$ cat src/sv/h2ab_pkg.sv
// Types and constants shared by the hvcC to Annex-B converter.
package h2ab_pkg;

  localparam int unsigned HeaderBytesDef = 22;
  localparam int unsigned QueueDepthDef  = 4;
  localparam int unsigned StartCodeLen   = 4;

  localparam logic [7:0] START_CODE [StartCodeLen] = '{8'h00, 8'h00, 8'h00, 8'h01};

  typedef enum logic [2:0] {
    PH_HEADER  = 3'd0,
    PH_ARRCNT  = 3'd1,
    PH_ARRTYPE = 3'd2,
    PH_NALCNT  = 3'd3,
    PH_NALLEN  = 3'd4,
    PH_PAYLOAD = 3'd5,
    PH_DONE    = 3'd6
  } phase_e;

  typedef enum logic [1:0] {
    ST_DATA      = 2'd0,
    ST_DONE      = 2'd1,
    ST_MALFORMED = 2'd2
  } status_e;

  typedef struct packed {
    logic [7:0] record_byte;
    logic       record_end;
  } rec_in_t;

  typedef struct packed {
    logic [7:0] out_byte;
    status_e    status;
    logic       run_last;
  } rec_out_t;

  // Work handed from the parser to the emitter.
  typedef struct packed {
    logic       start;
    logic       data;
    logic       fin;
    status_e    st;
    logic [7:0] dbyte;
  } cmd_t;

endpackage

$ cat src/sv/h2ab_front.sv
// Record parser: walks the hvcC structure and issues emit commands.
module h2ab_front #(
  parameter int unsigned HEADER_BYTES = h2ab_pkg::HeaderBytesDef
) (
  input  logic             clk_i,
  input  logic             rst_ni,
  input  logic             in_valid_i,
  output logic             in_ready_o,
  input  h2ab_pkg::rec_in_t in_data_i,
  input  logic             push_ready_i,
  output logic             push_o,
  output h2ab_pkg::cmd_t   cmd_o
);
  import h2ab_pkg::*;

  localparam int unsigned HW = $clog2(HEADER_BYTES + 1);

  phase_e        phase_q, phase_d;
  logic [HW-1:0] hdr_q, hdr_d;
  logic [7:0]    arrays_q, arrays_d;
  logic [15:0]   nals_q, nals_d;
  logic [15:0]   pay_q, pay_d;
  logic [7:0]    hi_q, hi_d;
  logic          second_q, second_d;
  logic [15:0]   word;
  logic [15:0]   nals_n;
  logic          nal_fin;
  logic          accept;
  cmd_t          cmd;

  assign in_ready_o = push_ready_i;
  assign accept     = in_valid_i && in_ready_o;
  assign word       = {hi_q, in_data_i.record_byte};

  always_comb begin
    phase_d  = phase_q;
    hdr_d    = hdr_q;
    arrays_d = arrays_q;
    nals_d   = nals_q;
    pay_d    = pay_q;
    hi_d     = hi_q;
    second_d = second_q;
    nal_fin  = 1'b0;
    nals_n   = nals_q;
    cmd      = '0;
    cmd.st   = ST_DATA;
    unique case (phase_q)
      PH_HEADER: begin
        hdr_d = hdr_q + HW'(1);
        if (hdr_d >= HW'(HEADER_BYTES)) phase_d = PH_ARRCNT;
      end
      PH_ARRCNT: begin
        arrays_d = in_data_i.record_byte;
        phase_d  = (in_data_i.record_byte == 8'd0) ? PH_DONE : PH_ARRTYPE;
      end
      PH_ARRTYPE: begin
        second_d = 1'b0;
        phase_d  = PH_NALCNT;
      end
      PH_NALCNT: begin
        if (!second_q) begin
          hi_d     = in_data_i.record_byte;
          second_d = 1'b1;
        end else begin
          second_d = 1'b0;
          nals_d   = word;
          arrays_d = arrays_q - 8'd1;
          if (word != 16'd0) phase_d = PH_NALLEN;
          else if (arrays_d != 8'd0) phase_d = PH_ARRTYPE;
          else phase_d = PH_DONE;
        end
      end
      PH_NALLEN: begin
        if (!second_q) begin
          hi_d     = in_data_i.record_byte;
          second_d = 1'b1;
        end else begin
          second_d  = 1'b0;
          cmd.start = 1'b1;
          pay_d     = word;
          if (word == 16'd0) nal_fin = 1'b1;
          else phase_d = PH_PAYLOAD;
        end
      end
      PH_PAYLOAD: begin
        cmd.data  = 1'b1;
        cmd.dbyte = in_data_i.record_byte;
        pay_d     = pay_q - 16'd1;
        if (pay_d == 16'd0) nal_fin = 1'b1;
      end
      default: begin
        phase_d = PH_DONE;
      end
    endcase

    // finish a NAL: next NAL, next array or done
    if (nal_fin) begin
      if (nals_q != 16'd0) nals_n = nals_q - 16'd1;
      nals_d   = nals_n;
      second_d = 1'b0;
      if (nals_n != 16'd0) phase_d = PH_NALLEN;
      else if (arrays_q != 8'd0) phase_d = PH_ARRTYPE;
      else phase_d = PH_DONE;
    end

    if (in_data_i.record_end) begin
      cmd.fin  = 1'b1;
      cmd.st   = (phase_d == PH_DONE) ? ST_DONE : ST_MALFORMED;
      phase_d  = PH_HEADER;
      hdr_d    = '0;
      arrays_d = '0;
      nals_d   = '0;
      pay_d    = '0;
      hi_d     = '0;
      second_d = 1'b0;
    end
  end

  assign cmd_o  = cmd;
  assign push_o = accept && (cmd.start || cmd.data || cmd.fin);

  always_ff @(posedge clk_i or negedge rst_ni) begin
    if (!rst_ni) begin
      phase_q  <= PH_HEADER;
      hdr_q    <= '0;
      arrays_q <= '0;
      nals_q   <= '0;
      pay_q    <= '0;
      hi_q     <= '0;
      second_q <= 1'b0;
    end else if (accept) begin
      phase_q  <= phase_d;
      hdr_q    <= hdr_d;
      arrays_q <= arrays_d;
      nals_q   <= nals_d;
      pay_q    <= pay_d;
      hi_q     <= hi_d;
      second_q <= second_d;
    end
  end

endmodule

$ cat src/sv/h2ab_queue.sv
// Command queue between the parser and the emitter.
module h2ab_queue #(
  parameter int unsigned DEPTH = h2ab_pkg::QueueDepthDef
) (
  input  logic           clk_i,
  input  logic           rst_ni,
  input  logic           push_i,
  input  h2ab_pkg::cmd_t push_data_i,
  output logic           ready_o,
  input  logic           pop_i,
  output logic           valid_o,
  output h2ab_pkg::cmd_t pop_data_o
);
  import h2ab_pkg::*;

  localparam int unsigned PW = $clog2(DEPTH);
  localparam int unsigned CW = $clog2(DEPTH + 1);

  cmd_t          mem_q [DEPTH];
  logic [PW-1:0] wr_q, rd_q;
  logic [CW-1:0] cnt_q;
  logic          do_push, do_pop;

  assign ready_o    = (cnt_q != CW'(DEPTH));
  assign valid_o    = (cnt_q != '0);
  assign do_push    = push_i && ready_o;
  assign do_pop     = pop_i && valid_o;
  assign pop_data_o = mem_q[rd_q];

  always_ff @(posedge clk_i) begin
    if (do_push) mem_q[wr_q] <= push_data_i;
  end

  always_ff @(posedge clk_i or negedge rst_ni) begin
    if (!rst_ni) begin
      wr_q  <= '0;
      rd_q  <= '0;
      cnt_q <= '0;
    end else begin
      if (do_push) wr_q <= (wr_q == PW'(DEPTH - 1)) ? '0 : wr_q + PW'(1);
      if (do_pop) rd_q <= (rd_q == PW'(DEPTH - 1)) ? '0 : rd_q + PW'(1);
      if (do_push && !do_pop) cnt_q <= cnt_q + CW'(1);
      else if (do_pop && !do_push) cnt_q <= cnt_q - CW'(1);
    end
  end

endmodule

$ cat src/sv/h2ab_back.sv
// Emitter: expands each command into start code, data and status words.
module h2ab_back (
  input  logic              clk_i,
  input  logic              rst_ni,
  input  logic              cmd_valid_i,
  input  h2ab_pkg::cmd_t    cmd_i,
  output logic              pop_o,
  output logic              out_valid_o,
  input  logic              out_ready_i,
  output h2ab_pkg::rec_out_t out_data_o
);
  import h2ab_pkg::*;

  logic [2:0] idx_q;
  logic [2:0] n_data;
  logic [2:0] total;
  logic       is_last;
  logic       fire;
  rec_out_t   res;

  assign n_data  = cmd_i.start ? 3'(StartCodeLen) : (cmd_i.data ? 3'd1 : 3'd0);
  assign total   = n_data + {2'b00, cmd_i.fin};
  assign is_last = (idx_q == total - 3'd1);

  always_comb begin
    res          = '0;
    res.status   = ST_DATA;
    res.run_last = is_last;
    if (idx_q < n_data) begin
      res.out_byte = cmd_i.start ? START_CODE[idx_q[1:0]] : cmd_i.dbyte;
    end else begin
      res.status = cmd_i.st;
    end
  end

  assign out_valid_o = cmd_valid_i;
  assign out_data_o  = res;
  assign fire        = out_valid_o && out_ready_i;
  assign pop_o       = fire && is_last;

  always_ff @(posedge clk_i or negedge rst_ni) begin
    if (!rst_ni) begin
      idx_q <= '0;
    end else if (fire) begin
      idx_q <= is_last ? 3'd0 : idx_q + 3'd1;
    end
  end

endmodule

$ cat src/sv/hvcc_to_annexb_converter_top.sv
// hvcC to Annex-B converter: takes a configuration record one byte a word and returns
// the parameter-set NAL units with 00 00 00 01 start codes, then a done or malformed
// status on the record's last byte. The parser takes one byte every cycle while the
// queue has room; each word that completes a NAL length produces four start-code
// words, so the output port, at one word per cycle while out_ready_i is high, sets
// the sustained rate, and a queue of QUEUE_DEPTH commands lets the parser keep
// accepting while start codes drain. Bytes after a complete parse yield no data word.
module hvcc_to_annexb_converter_top #(
  parameter int unsigned HEADER_BYTES = h2ab_pkg::HeaderBytesDef,
  parameter int unsigned QUEUE_DEPTH  = h2ab_pkg::QueueDepthDef
) (
  input  logic               clk_i,
  input  logic               rst_ni,
  input  logic               in_valid_i,
  output logic               in_ready_o,
  input  h2ab_pkg::rec_in_t  in_data_i,
  output logic               out_valid_o,
  input  logic               out_ready_i,
  output h2ab_pkg::rec_out_t out_data_o
);
  import h2ab_pkg::*;

  logic push, push_ready, pop, cmd_valid;
  cmd_t push_cmd, head_cmd;

  h2ab_front #(.HEADER_BYTES(HEADER_BYTES)) u_front (
    .clk_i        (clk_i),
    .rst_ni       (rst_ni),
    .in_valid_i   (in_valid_i),
    .in_ready_o   (in_ready_o),
    .in_data_i    (in_data_i),
    .push_ready_i (push_ready),
    .push_o       (push),
    .cmd_o        (push_cmd)
  );

  h2ab_queue #(.DEPTH(QUEUE_DEPTH)) u_queue (
    .clk_i       (clk_i),
    .rst_ni      (rst_ni),
    .push_i      (push),
    .push_data_i (push_cmd),
    .ready_o     (push_ready),
    .pop_i       (pop),
    .valid_o     (cmd_valid),
    .pop_data_o  (head_cmd)
  );

  h2ab_back u_back (
    .clk_i       (clk_i),
    .rst_ni      (rst_ni),
    .cmd_valid_i (cmd_valid),
    .cmd_i       (head_cmd),
    .pop_o       (pop),
    .out_valid_o (out_valid_o),
    .out_ready_i (out_ready_i),
    .out_data_o  (out_data_o)
  );

endmodule

$ cat config.mk
export PLATFORM = sky130hd
export DESIGN_NAME = hvcc_to_annexb_converter_top
export DESIGN_NICKNAME = d
export VERILOG_FILES = /design/src/sv/h2ab_pkg.sv /design/src/sv/h2ab_front.sv /design/src/sv/h2ab_queue.sv /design/src/sv/h2ab_back.sv /design/src/sv/hvcc_to_annexb_converter_top.sv
export SDC_FILE = /design/constraint.sdc
export NUM_CORES = 1
export LEC_CHECK = 0
export BUFFER_PORTS_ARGS = -buffer_cell sky130_fd_sc_hd__buf_2
export CORE_ASPECT_RATIO = 1.2
export CORE_MARGIN = 8
export CORE_UTILIZATION = 50
export CTS_BUF_LIST = sky130_fd_sc_hd__clkbuf_8
export DETAILED_ROUTE_END_ITERATION = 7
export MAX_ROUTING_LAYER = met4
export PLACE_DENSITY_LB_ADDON = 0.15
export SETUP_SLACK_MARGIN = 0.02
export SLEW_MARGIN = 40
export SYNTH_ARGS = -nofsm -noshare
export SYNTH_HDL_FRONTEND = slang
export SYNTH_SLANG_ARGS = --single-unit
$ cat constraint.sdc
create_clock -name clk_i -period 4.2 [get_ports clk_i]
set_input_delay 1.05 -clock clk_i [delete_from_list [all_inputs] [get_ports clk_i]]
set_output_delay 1.05 -clock clk_i [all_outputs]
set_load 0.1 [all_outputs]
; Word level (Yosys, flattened, before mapping)
; Memories as Yosys holds them, arrays and structs flattened.
; Cells that the tools add are included.
; Widths: inputs -> output; s select.
[totals]
register_bits = 67
mem_bits_rw = 52
input_bits = 13
out_inout_bits = 13
n_memories = 1
[mem_list]
columns = name, depth, width, rd, rd_ports_with_merged_regs, write_ports, line_no
row1 = u_queue.mem_q, 4, 13, 1, 0, 1, h2ab_queue.sv:19  ; cmd_t mem_q [DEPTH];
[op_classes]
addsub = 11
magnitude_cmp = 3
n_eq_ne = 13
n_mux = 57
n_bitwise = 1
n_reduce_logical = 37
[op_table]
columns = op, count
row1 = $mux 16, 7
row2 = $mux 8, 10
row3 = $mux 3, 16
row4 = $reduce_bool 16->1, 3
row5 = $logic_not 16->1, 2
row6 = $pmux 16 s2, 1
row7 = $sub 16x1->16 const B, 2
row8 = $pmux 3 s6, 1
row9 = $bmux 8 s2, 1
row10 = $pmux 8 s2, 1
row11 = $reduce_bool 8->1, 2
row12 = $reduce_bool 3->1, 5
row13 = $mux 1, 12
row14 = $reduce_and 3->1, 4
row15 = $mux 5, 2
row16 = $eq 3x3->1 const B, 3
row17 = $logic_and 1x1->1, 8
row18 = $logic_not 8->1, 1
row19 = $mux 2, 4
row20 = $sub 8x1->8 const B, 1
row21 = $add 3x1->3 const B, 2
row22 = $eq 3x2->1 const B, 2
row23 = $ne 3x2->1 const B, 2
row24 = $reduce_bool 2->1, 3
row25 = other kinds (20), 27

; Depth between registers and ports, before layout
[logic_depth]
ltp_word = 18
ltp_mapped = 16
ltp_nobuf = 15

; Hierarchy
; Synthesis repeated with hierarchy kept, for this count alone.
[unflattened]
cells_unflattened = 676
area_unflattened_um2 = 6786.5
[modules_own_cells]
columns = mod, instances, cells_per_inst, area_each_um2, seq_area_each_um2
row1 = h2ab_front, 1, 525, 4086.4, 1426.4
row2 = h2ab_queue, 1, 105, 2351.0, 1736.7
row3 = h2ab_back, 1, 46, 349.1, 75.1

; Worst setup path after synthesis
; No wires, ideal clock.
[synth_path]
kind = flip-flop to output port
start = register u_queue.rd_q[0]
end = output port out_data_o[3] (netlist bit)
t_arrival_ns = 3.520
required_time_ns = 3.150
setup_slack_ns = -0.370
stages_incl_launch_ff = 8
n_path_buf = 1
cell_sequence = dfrtp_1 clkbuf_1 mux4_2 inv_1 nand2_1 or3_1 a21oi_1 nor2b_1
[synth_lines]
columns = element, line_no
row1 = from (decl), h2ab_queue.sv:20  ; logic [PW-1:0] wr_q, rd_q;
row2 = from (signal assigned), h2ab_queue.sv:41  ; if (do_pop) rd_q <= (rd_q == PW'(DEPTH - 1)) ? '0 : rd_q + PW'(1);
row3 = to (decl), hvcc_to_annexb_converter_top.sv:19  ; output h2ab_pkg::rec_out_t out_data_o

==> summary.md <==
| Metric | Value |
|---|---|
| Status | `completed` |
| Synthesized Nets | `about 670` |
| Global route overflow | `0` |
| First-pass GRT wire length | `27300 um` |
| Final Hold Vio Count | `0` |
| Chip width | `between 100 and 150 um` |
| Via density | `roughly 6.3` |
| Max clock buf depth | `2` |
| Post CTS Setup Buffer Count | `0` |
| RSZ-0062 raised after global routing | `no` |
| Tot Pwr | `4.46 mW` |
| Diodes inserted | `0` |
| Placer Congestion | `about 0.89` |
| Vias in the first global route | `5222` |
| Post-synth EDFFs | `52` |
| Pwr Density | `about 600 mW/mm^2` |
| Clk_lat worst skew | `~0.44 ns` |
| P&R area growth vs syn | `12.1%` |
| I/O Buffers | `25` |
| Worst Path Required | `approximately 3.2 ns` |
| Post-cts resize count | `1` |
| Hold Crit Class | `register to register` |
| Standard-cell row count | `between 40 and 50` |
| Worst setup SP type | `register` |
| Top_reg_cell synth | `dfrtp_1` |
| Main area contributors after synthesis | `dfrtp_1 (25%), edfxtp_1 (23%), o21ai_0 (4.4%), mux4_2 (4.4%), ha_1 (3.2%)` |
| Final min period | `between 3 and 4 ns` |
| Num ports | `26` |
| Layout cells sized above 1 | `approximately 16%` |
| Overall routing resource usage | `between 20% and 30%` |
| Initial antenna violation count | `0` |
| Async S/R FF share, synth | `56.3%` |
| Cell variety after synth | `83` |
| Slew margin rel. | `50.4%` |
| H-tree depth | `4` |
| P_leak | `around 2.9 nW` |
| Crit share post-route | `between 90 and 100%` |
| Initial Util | `50.7%` |
| Maximum VDD drop | `0.725 mV` |
| Core Area | `approximately 0.013 sq mm` |
| Yosys warns | `0` |
| Synth Instances | `634` |
| DRC violations left | `0` |
| Antenna-violating nets left | `0` |
| Synth top area share | `between 20% and 30%` |
| Yosys top cell by area | `dfrtp_1` |
| Post-Route WL | `between 15000 and 20000 um` |
| Slew Limit Fails | `0` |
| Full die area | `between 0.015 and 0.02 sq mm` |
| Synth Register Bits | `119` |
| Clk root buf | `clkbuf_8` |
| Slew @ Worst Pin | `roughly 0.74 ns` |
| Post-DP HPWL | `~12000 um` |
| Sinks on Clock Net | `approximately 120` |
| Top post-synthesis cells by count | `dfrtp_1 (67), o21ai_0 (59), nor2_1 (54)` |
| Worst slack, placed | `between 0.4 and 0.5 ns` |
| Hold buffer count at CTS | `0` |
| Die Y | `142 um` |
| Post-layout util | `between 50% and 60%` |
| First DRT Iteration DRCs | `435` |
| WL/cell | `between 20 and 25 um` |
| Worst Path Arrival | `roughly 2.9 ns` |
| Clock-pin slew on the worst setup and hold paths | `0.07 ns` |
| Drt first pass iters | `5` |
| Synthesized area per cell | `10.5 sq um` |
| Nets | `between 600 and 700` |
| Synthesized cell area | `0.00666 sq mm` |
| Fin worst setup slack | `about 0.27 ns` |
| CTS tree | `built` |
| Setup TNS | `0 ns` |
| Sequential area share after synthesis | `between 40% and 50%` |
| Max Freq | `255 MHz` |
| Max FO, Critical Path | `10` |
| CTS buffer count | `17` |
| Vias | `about 5200` |
| CP Class | `register to output port` |
| Largest net degree at the start of global routing | `46` |
| Final setup viols | `0` |
| Max_cap viols | `0` |
| CP Capture Type | `output port` |
| Final Skew | `0.00996 ns` |
| Count leader, synth | `dfrtp_1` |
sequential cells by signal (all words and copies together) (netlist names), 5 cells and up:
name and flops:
u_queue.mem_q 52, u_front.nals_q 16, u_front.pay_q 16, u_front.arrays_q 8, u_front.hi_q 8, u_front.hdr_q 5
metal layers:
metal  share of wire, %  track usage (%)  vias up  routed length [um]
met3                4.3             4.25       28                 723
met2                 51             34.3      145                8570
met1                 42             24.4     2588                7130
li1                   -                -     2441                   -
met4                2.5             8.65        0                 425
met5                  0                -        -                   0
final timing paths:
path	from	endpoint	slack, ns	cells after the start
min in group asynchronous	rst_ni	u_front.nals_q[12]	0.62	1
hold reg to reg	u_queue.cnt_q[2]	u_queue.cnt_q[2]	0.48	1
setup / recovery	u_queue.rd_q[0]	out_data_o[3]	0.27	7
setup reg to reg	u_queue.rd_q[0]	u_queue.cnt_q[1]	0.68	14
max in group asynchronous	rst_ni	u_front.arrays_q[4]	2.80	2
hold / removal	u_queue.cnt_q[2]	u_queue.cnt_q[2]	0.48	1
cell usage in the layout, fill, tap and decap left out, drive strengths merged, types with 6 or more instances in the layout:
cell type	synthesis	routed
dfrtp	67	67
xnor2	7	7
and2	12	12
o2bb2ai	7	7
nor2	55	55
a22o	12	12
nor3	21	21
a21oi	34	34
o31ai	6	6
or3	13	13
xor2	7	7
clkbuf	24	17
and3	15	15
mux2i	8	8
nand3	11	11
or4	7	7
nand2	34	34
inv	25	28
edfxtp	52	52
ha	17	17
a22oi	6	6
o21ai	65	65
nor4	20	20
nor4b	8	8
clkinv	1	6
buf	10	32
mux4	13	13
critical path, cell delays in order, from the launching register on:
cell	delay (ns)
dfrtp_1	0.37
mux4_2	0.56
inv_1	0.22
nand2_1	0.12
or3_1	0.35
a21oi_2	0.36
nor2b_2	0.28
buf_12	0.19
power by group:
group | total [mW] | switching (mW) | internal, mW | leakage, nW
Clock | 1.09 | 0.497 | 0.588 | 0.194
Sequential | 1.47 | 0.117 | 1.35 | 1.39
Combinational | 1.90 | 1.23 | 0.680 | 1.35
Total | 4.46 | 1.84 | 2.62 | 2.94
cell families after synthesis:
| group | share of synthesized area [%] |
|---|---|
| compound gates | 16.9 |
| buf+inv | 3.59 |
| xor+xnor | 1.84 |
| fa+ha+maj | 3.49 |
| flops | 48.6 |
| simple gates | 19.3 |
| mux | 6.28 |
layout make-up:
| cell class | count | area [sq um] |
|---|---|---|
| multi-input cells | 455 | 3190 |
| flip-flops and latches | 119 | 3240 |
| inverters | 26 | 97.6 |
| clock buffers | 17 | 234 |
| well taps | 168 | 210 |
| fillers | 1152 | 5660 |
| repair buffers | 32 | 315 |
| clock inverters | 15 | 176 |
per-stage QoR:
| step | cells | cell area (sq um) | hold WS, ns |
|---|---|---|---|
| floorplan | 634 | 6660 | 0.449 |
| global placement | 800 | 7040 | 0.467 |
| detailed placement | 800 | 7050 | 0.477 |
| CTS | 832 | 7460 | 0.487 |
| global route | 832 | 7460 | 0.526 |
| finish | 832 | 7460 | 0.481 |
Note: power is estimated with default switching activity, not from simulation.
